==> src/tlik_pkg.sv <==
// shared constants, types and tables for the two-link inverse kinematics block
// no dependencies
package tlik_pkg;

  localparam int AngleFracBits = 13;
  localparam int CordicIters   = 16;
  localparam int LenW          = 14;
  localparam int CoordW        = 16;
  localparam int AngW          = 16;
  localparam int ZW            = 34;   // q30 angle accumulator, signed
  localparam int CW            = 34;   // cordic x/y width, signed
  localparam int NW            = 35;   // elbow cosine numerator/denominator, signed
  localparam int SqW           = 64;   // square radicand width
  localparam int RootW         = 32;
  localparam int ItW           = 5;

  localparam logic signed [ZW-1:0] PiQ30 = 34'sd3373259426;
  localparam logic signed [AngW-1:0] PiFmt =
      AngW'((64'd3373259426 + (64'd1 << (29 - AngleFracBits))) >> (30 - AngleFracBits));

  typedef enum logic [2:0] {
    CMD_NONE, CMD_LOAD, CMD_NUM, CMD_SQRT, CMD_ATAN_BASE, CMD_ATAN_ELB,
    CMD_ATAN_OFF1, CMD_ATAN_OFF2
  } cmd_e;

  typedef struct packed {
    cmd_e cmd;
    logic pick;
  } ctrl_t;

  typedef struct packed {
    logic busy;
  } stat_t;

  function automatic logic [ZW-1:0] atan_q30(input logic [ItW-1:0] i);
    logic [ZW-1:0] r;
    case (i)
      5'd0: r = 34'd843314857;
      5'd1: r = 34'd497837830;
      5'd2: r = 34'd263043837;
      5'd3: r = 34'd133525159;
      5'd4: r = 34'd67021687;
      5'd5: r = 34'd33543516;
      5'd6: r = 34'd16775851;
      5'd7: r = 34'd8388437;
      5'd8: r = 34'd4194283;
      5'd9: r = 34'd2097149;
      default: r = ZW'(34'd1073741824 >> i);
    endcase
    return r;
  endfunction

endpackage

==> src/tlik_ctrl.sv <==
// sequencer for the inverse kinematics datapath and output handshake
// depends on tlik_pkg
module tlik_ctrl (
  input  logic            clk_i,
  input  logic            rst_ni,
  input  logic            in_valid_i,
  output logic            in_ready_o,
  output logic            out_valid_o,
  input  logic            out_ready_i,
  input  tlik_pkg::stat_t stat_i,
  output tlik_pkg::ctrl_t ctrl_o
);
  import tlik_pkg::*;

  typedef enum logic [3:0] {
    S_IDLE, S_NUM, S_SQRT, S_WSQ, S_BASE, S_WBASE, S_ELB, S_WELB,
    S_OFF1, S_WOFF1, S_OFF2, S_WOFF2, S_PICK
  } st_e;

  st_e st_q;
  logic out_valid_q;
  logic wait_q;
  logic adv;
  logic launch;
  logic pick_ok;

  // a new word may enter while the last result waits, but the pick stage
  // must not overwrite an untaken result
  assign in_ready_o = (st_q == S_IDLE);

  assign adv     = !stat_i.busy && wait_q;
  assign pick_ok = !out_valid_q || out_ready_i;
  // a unit is started this cycle, so skip one busy check
  assign launch  = (st_q == S_SQRT)
                || (adv && (st_q == S_WSQ || st_q == S_WBASE || st_q == S_WELB
                            || st_q == S_WOFF1));

  always_comb begin
    ctrl_o.cmd  = CMD_NONE;
    ctrl_o.pick = 1'b0;
    case (st_q)
      S_IDLE: if (in_valid_i) ctrl_o.cmd = CMD_LOAD;
      S_NUM:  ctrl_o.cmd = CMD_NUM;
      S_SQRT: ctrl_o.cmd = CMD_SQRT;
      S_WSQ:  if (adv) ctrl_o.cmd = CMD_ATAN_BASE;
      S_WBASE: if (adv) ctrl_o.cmd = CMD_ATAN_ELB;
      S_WELB:  if (adv) ctrl_o.cmd = CMD_ATAN_OFF1;
      S_WOFF1: if (adv) ctrl_o.cmd = CMD_ATAN_OFF2;
      S_PICK:  ctrl_o.pick = pick_ok;
      default: ;
    endcase
  end

  always_ff @(posedge clk_i or negedge rst_ni) begin
    if (!rst_ni) begin
      st_q <= S_IDLE;
      out_valid_q <= 1'b0;
      wait_q <= 1'b0;
    end else begin
      wait_q <= !launch;
      if (st_q == S_PICK && pick_ok) out_valid_q <= 1'b1;
      else if (out_ready_i) out_valid_q <= 1'b0;
      case (st_q)
        S_IDLE: if (in_valid_i) st_q <= S_NUM;
        S_NUM:  st_q <= S_SQRT;
        S_SQRT: st_q <= S_WSQ;
        S_WSQ:  if (adv) st_q <= S_WBASE;
        S_WBASE: if (adv) st_q <= S_WELB;
        S_WELB:  if (adv) st_q <= S_WOFF1;
        S_WOFF1: if (adv) st_q <= S_WOFF2;
        S_WOFF2: if (adv) st_q <= S_PICK;
        S_PICK: if (pick_ok) st_q <= S_IDLE;
        default: st_q <= S_IDLE;
      endcase
    end
  end

  assign out_valid_o = out_valid_q;

  a_pick_free: assert property (@(posedge clk_i) disable iff (!rst_ni)
    ctrl_o.pick |-> (!out_valid_q || out_ready_i))
    else $error("pick would overwrite a pending result");
  a_valid_after_pick: assert property (@(posedge clk_i) disable iff (!rst_ni)
    ctrl_o.pick |=> out_valid_q)
    else $error("result not presented after pick");
  a_no_start_busy: assert property (@(posedge clk_i) disable iff (!rst_ni)
    (ctrl_o.cmd == CMD_ATAN_BASE || ctrl_o.cmd == CMD_ATAN_ELB) |-> !stat_i.busy)
    else $error("unit started while busy");
endmodule

==> config.mk <==
export PLATFORM = sky130hd
export DESIGN_NAME = tlik_ctrl
export DESIGN_NICKNAME = d
export VERILOG_FILES = /design/src/tlik_pkg.sv /design/src/tlik_ctrl.sv
export SDC_FILE = /design/constraint.sdc
export NUM_CORES = 1
export LEC_CHECK = 0
export BUFFER_PORTS_ARGS = -buffer_cell sky130_fd_sc_hd__buf_4
export CORE_UTILIZATION = 31
export CTS_CLUSTER_DIAMETER = 200
export DETAILED_ROUTE_END_ITERATION = 16
export PLACE_DENSITY = 0.54
export SLEW_MARGIN = 20
export SYNTH_ARGS = -nofsm -noshare
export SYNTH_HDL_FRONTEND = slang
export SYNTH_SLANG_ARGS = --single-unit
==> constraint.sdc <==
create_clock -name clk_i -period 1.9 [get_ports clk_i]
set_input_delay 0.285 -clock clk_i [delete_from_list [all_inputs] [get_ports clk_i]]
set_output_delay 0.285 -clock clk_i [all_outputs]
set_load 0.01 [all_outputs]
==> results of run 1 <==
[registers in the layout, indices dropped and copies added, names as in the netlist]
signal	cells
out_valid_o	1
st_q	4
wait_q	1
[routing by layer]
metal  up-vias  GRT usage [%]  routed length (um)
met2        11           20.2                 401
met5         -              0                   0
met3         0           6.82                  49
met4         0           10.3                   0
li1        212              -                   -
met1       195           19.9                 475
[critical path, cell delays in order (launching register included)]
cell and delay, ns:
dfrtp_1 0.55, or3_1 0.41, and3_4 0.17, buf_4 0.13
[layout by cell type (no fill, tap or decap), types with 2 or more instances in the layout]
cell type / netlist / layout
buf_4: 1 / 10
clkbuf_4: 0 / 3
dfrtp_1: 6 / 6
inv_1: 2 / 2
nand2_1: 4 / 4
nand3_1: 4 / 4
nand3b_1: 2 / 2
nor2_1: 5 / 5
nor2b_1: 3 / 3
o21ai_1: 3 / 3
or3_1: 2 / 2
[cell type report]
| cell class | count | area, um2 | area share (%) |
|---|---|---|---|
| timing repair buffer | 11 | 85.1 | 15.5 |
| multi-input combinational | 41 | 265 | 48.3 |
| inverter | 2 | 7.51 | 1.37 |
| tap | 15 | 18.8 | 3.42 |
| sequential | 6 | 150 | 27.3 |
| clock buffer | 3 | 22.5 | 4.10 |
[metrics by stage]
step | cells | total power [mW] | utilization [%] | hold slack, ns | setup WS (ns)
2_1_floorplan | 53 | 0.573 | - | -0.0106 | 0.499
3_3_place_gp | 74 | 0.684 | 39.2 | 0.102 | 0.396
3_5_place_dp | 74 | 0.686 | 39.2 | 0.101 | 0.364
4_1_cts | 78 | 0.814 | 41.7 | 0.332 | 0.0919
5_1_grt | 78 | 0.884 | 41.7 | 0.347 | 0.0157
6_report | 78 | 0.803 | 41.7 | 0.338 | 0.101
[worst paths after layout]
kind	slack, ns	cells after the start	end	from
worst min register to register	0.70	2	out_valid_o	out_valid_o
min in group asynchronous	0.38	2	st_q[3]	rst_ni
worst min-delay path	0.34	3	out_valid_o	out_ready_i
worst max register to register	0.60	3	wait_q	st_q[2]
worst max-delay path	0.10	3	ctrl_o[3]	st_q[2]
max in group asynchronous	1.39	2	st_q[1]	rst_ni
[kinds of logic after synthesis]
kind of cell	count (synthesis)	share of synthesized area [%]
simple gates	30	42.1
compound gates	9	13.5
flops	6	33.7
buf+inv	6	6.74
xor+xnor	2	3.93
[power by group]
group          internal [mW]  switching, mW
sequential             0.172          0.131
clock                 0.0715         0.0467
combinational          0.220          0.162
==> impl_results.rst, run 1 <==
.. list-table::
   :header-rows: 1

   * - Metric
     - Value
   * - Outcome
     - completed
   * - Primary FF master, synth
     - dfrtp_1
   * - Initial DRT Pass Iterations
     - 4
   * - Cells after Synth
     - between 50 and 60
   * - Fill cell instance count of the final layout
     - 140
   * - Average wire per cell in the routed design
     - 11.9 um
   * - Worst Clk Skew
     - between 0.005 and 0.006 ns
   * - Wire length of the first global-routing pass
     - about 1500 um
   * - DRT antenna net count
     - 0
   * - Slew margin rel.
     - 66.6%
   * - Hold Fails Final Rpt
     - 0
   * - Worst Path Required
     - roughly 1.6 ns
   * - Placement Rows
     - 13
   * - Clock tree root driver cell
     - clkbuf_4
   * - Number of nets produced by synthesis
     - just under 60
   * - Number of global-route vias before repair
     - 341
   * - Setup repair after global routing missed its margin
     - no
   * - Ys Warns
     - 0
   * - Layout overhead on the synthesized area
     - 23.3%
   * - Total of endpoints with negative setup slack in the final report
     - 0
   * - Minimum clock period
     - between 1.5 and 2 ns
   * - Yosys top cell area share
     - roughly 34%
   * - Post-CTS sizing
     - 0
   * - Post-CTS setup buffer count
     - 0
   * - Clock tree from TritonCTS
     - done
   * - Number of H-tree levels
     - 1
   * - Maximum net fanout on the critical path
     - 16
   * - Fraction of the yosys area taken by sequential cells
     - about a third
   * - Core box area
     - ~0.0013 mm2
   * - Worst slew pin tran
     - between 0.5 and 0.6 ns
   * - Gr ovfl total
     - 0
   * - Share of layout cells above drive strength 1
     - between 20% and 30%
   * - Critical Setup Path Class
     - reg2out
   * - Max Clk Rate
     - between 500 and 600 MHz
   * - Total routed wirelength
     - roughly 930 um
   * - Die Footprint
     - approximately 0.0016 mm2
   * - Starting density of the core
     - between 30% and 40%
   * - Ratio of routed vias to standard cells
     - between 5 and 6
   * - Total half-perimeter wirelength after legalization and detailed placement
     - about 650 um
   * - Chip height
     - 39.9 um
   * - Number of placed I/O pins
     - 11
   * - Chip width
     - ~40 um
   * - All-layer global routing usage
     - between 10% and 20%
   * - Pin count of the biggest net entering global routing
     - 17
   * - Flip-flop and latch count after synthesis
     - 6
   * - Number of nets at the end of the flow
     - 70
   * - Crit. End Element
     - output pin
   * - I/O Buffers
     - 10
   * - Portion of the clock cycle consumed by the worst path in the final layout
     - a little over nine tenths
   * - Clock Tree Buf Depth
     - 2
   * - Average cell area after synthesis
     - roughly 8.4 um2
   * - Accumulated negative setup slack
     - 0 ns
   * - Post-synth EDFFs
     - 0
   * - Library cell occupying the most area in the post-synthesis netlist
     - dfrtp_1
   * - Data arrival, critical path
     - 1.51 ns
   * - TritonCTS sink count
     - 6
   * - Worst VDD drop
     - 0.657 mV
   * - P per Cell Area
     - 1460 mW/mm2
   * - Antenna cell count
     - 0
   * - Count leader, synth
     - dfrtp_1
   * - Reg clk slew, reported paths
     - approximately 0.050 ns
   * - Post-place instance area
     - 517 um2
   * - DRC marker count from the first detailed-route iteration
     - 12
   * - Commonest cells in the netlist
     - dfrtp_1, nor2_1, nand2_1, nand3_1
   * - Number of buffers added to fix hold violations after cts
     - 1
   * - Maxcap violations
     - 0
   * - Max-slew violation count
     - 0
   * - Min-Delay Path Class
     - in2reg
   * - Category of the worst setup path launch point
     - flop
   * - Clk_lat worst skew
     - 0.25 ns
   * - Detailed-route DRC error count
     - 0
   * - Cell types with the largest area share after synthesis
     - dfrtp_1, nand3_1, nor2_1, nor2b_1, buf_2
   * - Number of buffers inserted during clock tree synthesis
     - 3
   * - Total standard cell area after synthesis
     - 445 um2
   * - Static leakage
     - 0.261 nW
   * - Fraction of registers with async set or reset after synthesis
     - 100%
   * - Synth cell types
     - 29
   * - Final instance area
     - between 500 and 600 um2
   * - Antenna violations before repair
     - 0
   * - Routability congestion estimate
     - ~0.66
   * - Routed via count
     - 418
(Power assumes the default switching activity.)
==> run 2: changes to the inputs <==
--- a/config.mk
+++ b/config.mk
@@ -6,10 +6,12 @@
 export NUM_CORES = 1
 export LEC_CHECK = 0
 export BUFFER_PORTS_ARGS = -buffer_cell sky130_fd_sc_hd__buf_4
-export CORE_UTILIZATION = 31
+export CORE_AREA = 2 2 39 41
 export CTS_CLUSTER_DIAMETER = 200
 export DETAILED_ROUTE_END_ITERATION = 16
-export PLACE_DENSITY = 0.54
+export DIE_AREA = 0 0 41 43
+export GPL_ROUTABILITY_DRIVEN = 0
+export PLACE_DENSITY = 0.57
 export SLEW_MARGIN = 20
 export SYNTH_ARGS = -nofsm -noshare
 export SYNTH_HDL_FRONTEND = slang
==> run 2 against run 1 <==
Effect of this change: count of clock-buffer cells in the layout unchanged; sequential cell count unchanged; setup slack better by 0.030 ns; first-iteration DRC count down 42%; non-clock buffer count unchanged; global-route usage down 2.8 points; power down 1.4%; via count down 6.0%; design area up 0.23%; routed wire length down 8.4%; cell count up 1.3%; critical path depth unchanged.
==> impl_results.rst, run 2 (synthesis results as in run 1) <==
.. list-table::
   :header-rows: 1

   * - Metric
     - Value
   * - Detailed-route DRC error count
     - 0
   * - Final instance area
     - ~550 um2
   * - Fin worst setup slack
     - 0.131 ns
   * - Worst slew pin tran
     - about 0.47 ns
   * - Fill cell instance count of the final layout
     - ~140
   * - Antenna cell count
     - 0
   * - Start point of the critical path
     - st_q[2]
   * - Min-Delay Path Class
     - in2reg
   * - DRT antenna net count
     - 0
   * - Gr ovfl total
     - 0
   * - Post-CTS sizing
     - 0
   * - R2r worst-path depth
     - 3
   * - Most common cell after layout, fill and taps aside
     - buf_4
   * - Highest-count cells in the layout ignoring fill and taps
     - buf_4, dfrtp_1, nor2_1
   * - Hold Fails Final Rpt
     - 0
   * - Minimum clock period
     - approximately 1.8 ns
   * - Maxcap violations
     - 0
   * - Net Sw Frac
     - between 40% and 50%
   * - Total half-perimeter wirelength after legalization and detailed placement
     - roughly 650 um
   * - Post-route core utilization
     - approximately two fifths
   * - Number of global-route vias before repair
     - between 300 and 400
   * - Total routed wirelength
     - 848 um
   * - Setup repair after global routing missed its margin
     - no
   * - Clock tree from TritonCTS
     - done
   * - Category of the worst setup path launch point
     - flop
   * - Worst Path Required
     - ~1.6 ns
   * - DRC marker count from the first detailed-route iteration
     - 7
   * - Min-Delay Startpoint
     - out_ready_i
   * - Layout overhead on the synthesized area
     - 23.6%
   * - Worst hold path cell count
     - 3
   * - Number of nets at the end of the flow
     - 70
   * - Crit. End Element
     - output pin
   * - Accumulated negative setup slack
     - 0 ns
   * - Chip width
     - 41 um
   * - Cell Int Power
     - around 0.46 mW
   * - Clk_lat worst skew
     - about 0.24 ns
   * - Worst VDD drop
     - 0.473 mV
   * - Maximum net fanout on the critical path
     - 16
   * - Max Clk Rate
     - 565 MHz
   * - Die Footprint
     - between 0.0015 and 0.002 mm2
   * - Largest register by flop count
     - st_q
   * - Chip height
     - roughly 43 um
   * - Clock tree root driver cell
     - clkbuf_4
   * - Starting density of the core
     - 32.2%
   * - Portion of the clock cycle consumed by the worst path in the final layout
     - 93.1%
   * - Slew margin rel.
     - ~69%
   * - Static leakage
     - about 0.26 nW
   * - TritonCTS sink count
     - 6
   * - Post-place instance area
     - 518 um2
   * - Clock Tree Buf Depth
     - 2
   * - Ratio of routed vias to standard cells
     - 4.97
   * - Antenna violations before repair
     - 0
   * - P per Cell Area
     - ~1400 mW/mm2
   * - Data arrival, critical path
     - about 1.5 ns
   * - Reg-to-Reg End
     - wait_q
   * - Core box area
     - 0.00138 mm2
   * - Worst Clk Skew
     - a little over 0.005 ns
   * - Post-route insts no fill
     - 79
   * - Wire length of the first global-routing pass
     - 1500 um
   * - Outcome
     - completed
   * - Sequential group share of total power
     - between 30% and 40%
   * - Number of buffers inserted during clock tree synthesis
     - 3
   * - Total of endpoints with negative setup slack in the final report
     - 0
   * - Number of placed I/O pins
     - 11
   * - Share of power burned in combinational logic
     - 48.4%
   * - Critical Setup Path Class
     - reg2out
   * - Reported net switching power
     - 0.328 mW
   * - I/O Buffers
     - 10
   * - Max FFs per register
     - 4
   * - Clock share of power
     - about 14%
   * - Placement Rows
     - 14
   * - Hold Path Sink
     - out_valid_o
   * - Pin count of the biggest net entering global routing
     - 17
   * - Share of layout cells above drive strength 1
     - 27.0%
   * - Post-Place Setup Slack
     - around 0.37 ns
   * - Cell total after placement
     - 75
   * - Max-slew violation count
     - 0
   * - R2r setup slk
     - 0.59 ns
   * - Initial DRT Pass Iterations
     - 2
   * - Average wire per cell in the routed design
     - 10.7 um
   * - Reg-to-reg startpoint
     - st_q[2]
   * - Routed via count
     - 393
   * - Reg clk slew, reported paths
     - 0.04 ns
   * - Number of H-tree levels
     - 1
   * - All-layer global routing usage
     - between 10% and 20%
## run 2: stage by stage
stage / hold slack [ns] / total power, mW
6_report: 0.353 / 0.792
5_1_grt: 0.387 / 0.881
4_1_cts: 0.351 / 0.804
3_5_place_dp: 0.0993 / 0.689
3_3_place_gp: 0.0982 / 0.691
2_1_floorplan: -0.0106 / 0.573
## run 2: how the worst max path moves through the flow
stage                      endpoint  slack (ns)  cells past startpoint
after CTS                 ctrl_o[3]        0.12                      3
after global placement    ctrl_o[3]        0.38                      3
after floorplan           ctrl_o[1]        0.50                      2
after detailed placement  ctrl_o[3]        0.37                      3
after global routing      ctrl_o[2]        0.03                      4
final                     ctrl_o[3]        0.13                      3
## run 2: power groups by stage
stage / Combinational, mW / Sequential [mW] / Clock, mW
3_3_place_gp: 0.390 / 0.302 / 0
5_1_grt: 0.438 / 0.320 / 0.123
4_1_cts: 0.392 / 0.295 / 0.117
3_5_place_dp: 0.390 / 0.299 / 0
6_report: 0.384 / 0.297 / 0.111
2_1_floorplan: 0.365 / 0.208 / 0
## run 2: critical path, cell delays in order, from the launching register on
cell and delay [ns]:
dfrtp_1 0.53, or3_1 0.41, and3_4 0.17, buf_4 0.13
## run 2: area by class of cell
| cell class | instances | area [um2] | share of cell area, % |
|---|---|---|---|
| flip-flops and latches | 6 | 150 | 27.3 |
| well taps | 16 | 20.0 | 3.64 |
| inverters | 2 | 7.51 | 1.36 |
| clock buffers | 3 | 22.5 | 4.09 |
| multi-input cells | 41 | 265 | 48.2 |
| repair buffers | 11 | 85.1 | 15.5 |
## run 2: repair_timing
action | CTS | global route
endpoints found under the hold margin | 6 | 0
buffers inserted | 0 | 0
hold buffers | 1 | 0
endpoints found under the setup margin | 0 | 0
## run 2: metal layers
metal	up-vias	GRT usage (%)	wire, um	part of all wire [%]
met4	0	6.00	0	0
li1	214	-	-	-
met3	0	4.71	28	3.3
met2	6	16.3	394	46
met1	173	18.2	425	50
met5	-	0	0	0
==> run 3: changes to the inputs <==
--- a/config.mk
+++ b/config.mk
@@ -6,12 +6,15 @@
 export NUM_CORES = 1
 export LEC_CHECK = 0
 export BUFFER_PORTS_ARGS = -buffer_cell sky130_fd_sc_hd__buf_4
+export CELL_PAD_IN_SITES_DETAIL_PLACEMENT = 0
+export CELL_PAD_IN_SITES_GLOBAL_PLACEMENT = 1
 export CORE_AREA = 2 2 39 41
 export CTS_CLUSTER_DIAMETER = 200
 export DETAILED_ROUTE_END_ITERATION = 16
 export DIE_AREA = 0 0 41 43
 export GPL_ROUTABILITY_DRIVEN = 0
-export PLACE_DENSITY = 0.57
+export PLACE_DENSITY = 0.73
+export REMOVE_ABC_BUFFERS = 1
 export SLEW_MARGIN = 20
 export SYNTH_ARGS = -nofsm -noshare
 export SYNTH_HDL_FRONTEND = slang
==> constraint.sdc (replaced) <==
create_clock -name clk_i -period 1.94 [get_ports clk_i]
set_input_delay 0.291 -clock clk_i [delete_from_list [all_inputs] [get_ports clk_i]]
set_output_delay 0.291 -clock clk_i [all_outputs]
set_load 0.01 [all_outputs]
==> run 3 against run 2 <==
Effect of this change: clock skew decreased by 0.00076 ns; combinational power down 3%; routed wire length increased by 11%; hold slack worse by 0.0031 ns; power down 0.49%; largest power group unchanged; setup slack worse by 0.012 ns; global-route usage is 0.54 points lower; register-to-register slack hardly changed; core utilization did not move; design area did not move; via count grew 5.9%; sequential cell count stayed put.
==> impl_results.rst, run 3 (synthesis results as in run 1) <==
.. list-table::
   :header-rows: 1

   * - Metric
     - Value
   * - Routed via count
     - 416
   * - TritonCTS sink count
     - 6
   * - Fin worst setup slack
     - about 0.12 ns
   * - Maxcap violations
     - 0
   * - Antenna violations before repair
     - 0
   * - Largest register by flop count
     - st_q
   * - Critical Setup Path Class
     - reg2out
   * - Average wire per cell in the routed design
     - between 10 and 15 um
   * - Sequential cell area in the final layout
     - between 150 and 200 um2
   * - Starting density of the core
     - 32.2%
   * - Max Clk Rate
     - 549 MHz
   * - Number of global-route vias before repair
     - around 360
   * - Smallest hold slack
     - roughly 0.35 ns
   * - Clock Tree Buf Depth
     - 2
   * - Core box area
     - ~0.0014 mm2
   * - Data arrival, critical path
     - between 1.5 and 2 ns
   * - Clk_lat worst skew
     - approximately 0.24 ns
   * - Post-Place Setup Slack
     - approximately 0.39 ns
   * - Worst hold path cell count
     - 3
   * - All-layer global routing usage
     - 12.1%
   * - Gr ovfl total
     - 0
   * - CP max-delay cell
     - dfrtp_1
   * - Layout overhead on the synthesized area
     - 23.6%
   * - Worst Path Required
     - ~1.7 ns
   * - Hold Fails Final Rpt
     - 0
   * - Biggest cell delay along the critical path
     - between 0.5 and 0.6 ns
   * - Die Footprint
     - approximately 0.0018 mm2
   * - Number of placed I/O pins
     - 11
   * - P per Cell Area
     - about 1400 mW/mm2
   * - Clock tree root driver cell
     - clkbuf_4
   * - Portion of the clock cycle consumed by the worst path in the final layout
     - a little over nine tenths
   * - Hold Path Sink
     - out_valid_o
   * - Min-Delay Startpoint
     - out_ready_i
   * - Number of buffers inserted during clock tree synthesis
     - 3
   * - Worst VDD drop
     - about 0.56 mV
   * - Maximum net fanout on the critical path
     - 16
   * - Minimum clock period
     - between 1.5 and 2 ns
   * - Post-layout total power
     - ~0.79 mW
   * - Total routed wirelength
     - ~940 um
   * - Number of nets at the end of the flow
     - 70
   * - Cell chain of the critical path
     - or3_1 > and3_4 > buf_4
   * - DRC marker count from the first detailed-route iteration
     - 7
   * - Placement Rows
     - 14
   * - Worst slew pin tran
     - around 0.50 ns
   * - Share of layout cells above drive strength 1
     - between 20% and 30%
   * - Reg clk slew, reported paths
     - 0.05 ns
   * - Static leakage
     - roughly 0.26 nW
   * - Number of H-tree levels
     - 1
   * - Area of the multi-input gates
     - ~270 um2
   * - Number of buffers added to fix hold violations after cts
     - 1
   * - Max-slew violation count
     - 0
   * - DRT antenna net count
     - 0
   * - Clock tree from TritonCTS
     - done
   * - Total of endpoints with negative setup slack in the final report
     - 0
   * - Accumulated negative setup slack
     - 0 ns
   * - Initial DRT Pass Iterations
     - 4
   * - Reg-to-reg startpoint
     - st_q[2]
   * - Min-Delay Path Class
     - in2reg
   * - Slew margin rel.
     - between 60 and 70%
   * - Antenna cell count
     - 0
   * - Detailed-route DRC error count
     - 0
   * - R2r setup slk
     - approximately 0.6 ns
   * - Highest-count cells in the layout ignoring fill and taps
     - buf_4, dfrtp_1, nor2_1
   * - Post-CTS sizing
     - 0
   * - Worst Clk Skew
     - ~0.0044 ns
   * - Chip width
     - between 40 and 50 um
   * - Fill cell instance count of the final layout
     - 142
   * - R2r worst-path depth
     - 3
   * - Post-CTS setup buffer count
     - 0
   * - Critical path buffers and inverters
     - 1
   * - Total half-perimeter wirelength after legalization and detailed placement
     - between 600 and 700 um
   * - Outcome
     - completed
   * - Pin count of the biggest net entering global routing
     - 17
   * - Reg-to-Reg End
     - wait_q
   * - Crit. End Element
     - output pin
   * - I/O Buffers
     - 10
   * - Category of the worst setup path launch point
     - flop
   * - Chip height
     - roughly 43 um
   * - Cell family contributing the most delay on the critical path
     - simple AND/OR/NAND/NOR gates
   * - Ratio of routed vias to standard cells
     - 5.27
   * - Wire length of the first global-routing pass
     - between 1500 and 2000 um
   * - Setup repair after global routing missed its margin
     - no
   * - Max FFs per register
     - 4
   * - Most common cell after layout, fill and taps aside
     - buf_4
-- run 3: cell counts in the layout (fill, tap and decap cells not counted) --
No cell type changed its count.
-- run 3: layer usage --
metal | up-vias | part of all wire (%) | GRT usage (%)
met1 | 192 | 51 | 18.0
met3 | 0 | 4.7 | 3.14
met2 | 13 | 44 | 16.6
li1 | 211 | - | -
met4 | 0 | 0 | 4.00
met5 | - | 0 | 0
-- run 3: worst max-delay path by stage --
stage                 start   endpoint  slack, ns  cells past startpoint
detailed placement  st_q[2]  ctrl_o[3]       0.39                      3
finish              st_q[2]  ctrl_o[3]       0.12                      3
global placement    st_q[2]  ctrl_o[3]       0.41                      3
CTS                 st_q[2]  ctrl_o[3]       0.11                      3
floorplan           st_q[2]  ctrl_o[1]       0.58                      1
global route        st_q[2]  ctrl_o[3]       0.06                      3
-- run 3: area by class of cell --
type	instances	area share, %
Clock buffer	3	4.09
Tap cell	16	3.64
Sequential cell	6	27.3
Inverter	2	1.36
Timing Repair Buffer	11	15.5
Multi-Input combinational cell	41	48.2
-- run 3: through the flow --
step	cells	util, %	instance area [um2]
6_report	79	39.8	551
5_1_grt	79	39.8	551
4_1_cts	79	39.8	551
3_5_place_dp	75	37.4	518
3_3_place_gp	75	37.4	518
2_1_floorplan	49	-	423
-- run 3: tightest hold or removal path, cell delays in order --
cell and delay [ns]:
buf_4 0.08, nor2b_1 0.05, nand2b_1 0.13
-- run 3: power breakdown --
| group | switching (mW) | internal [mW] |
|---|---|---|
| Combinational | 0.158 | 0.216 |
| Sequential | 0.133 | 0.168 |
| Clock | 0.0427 | 0.0698 |
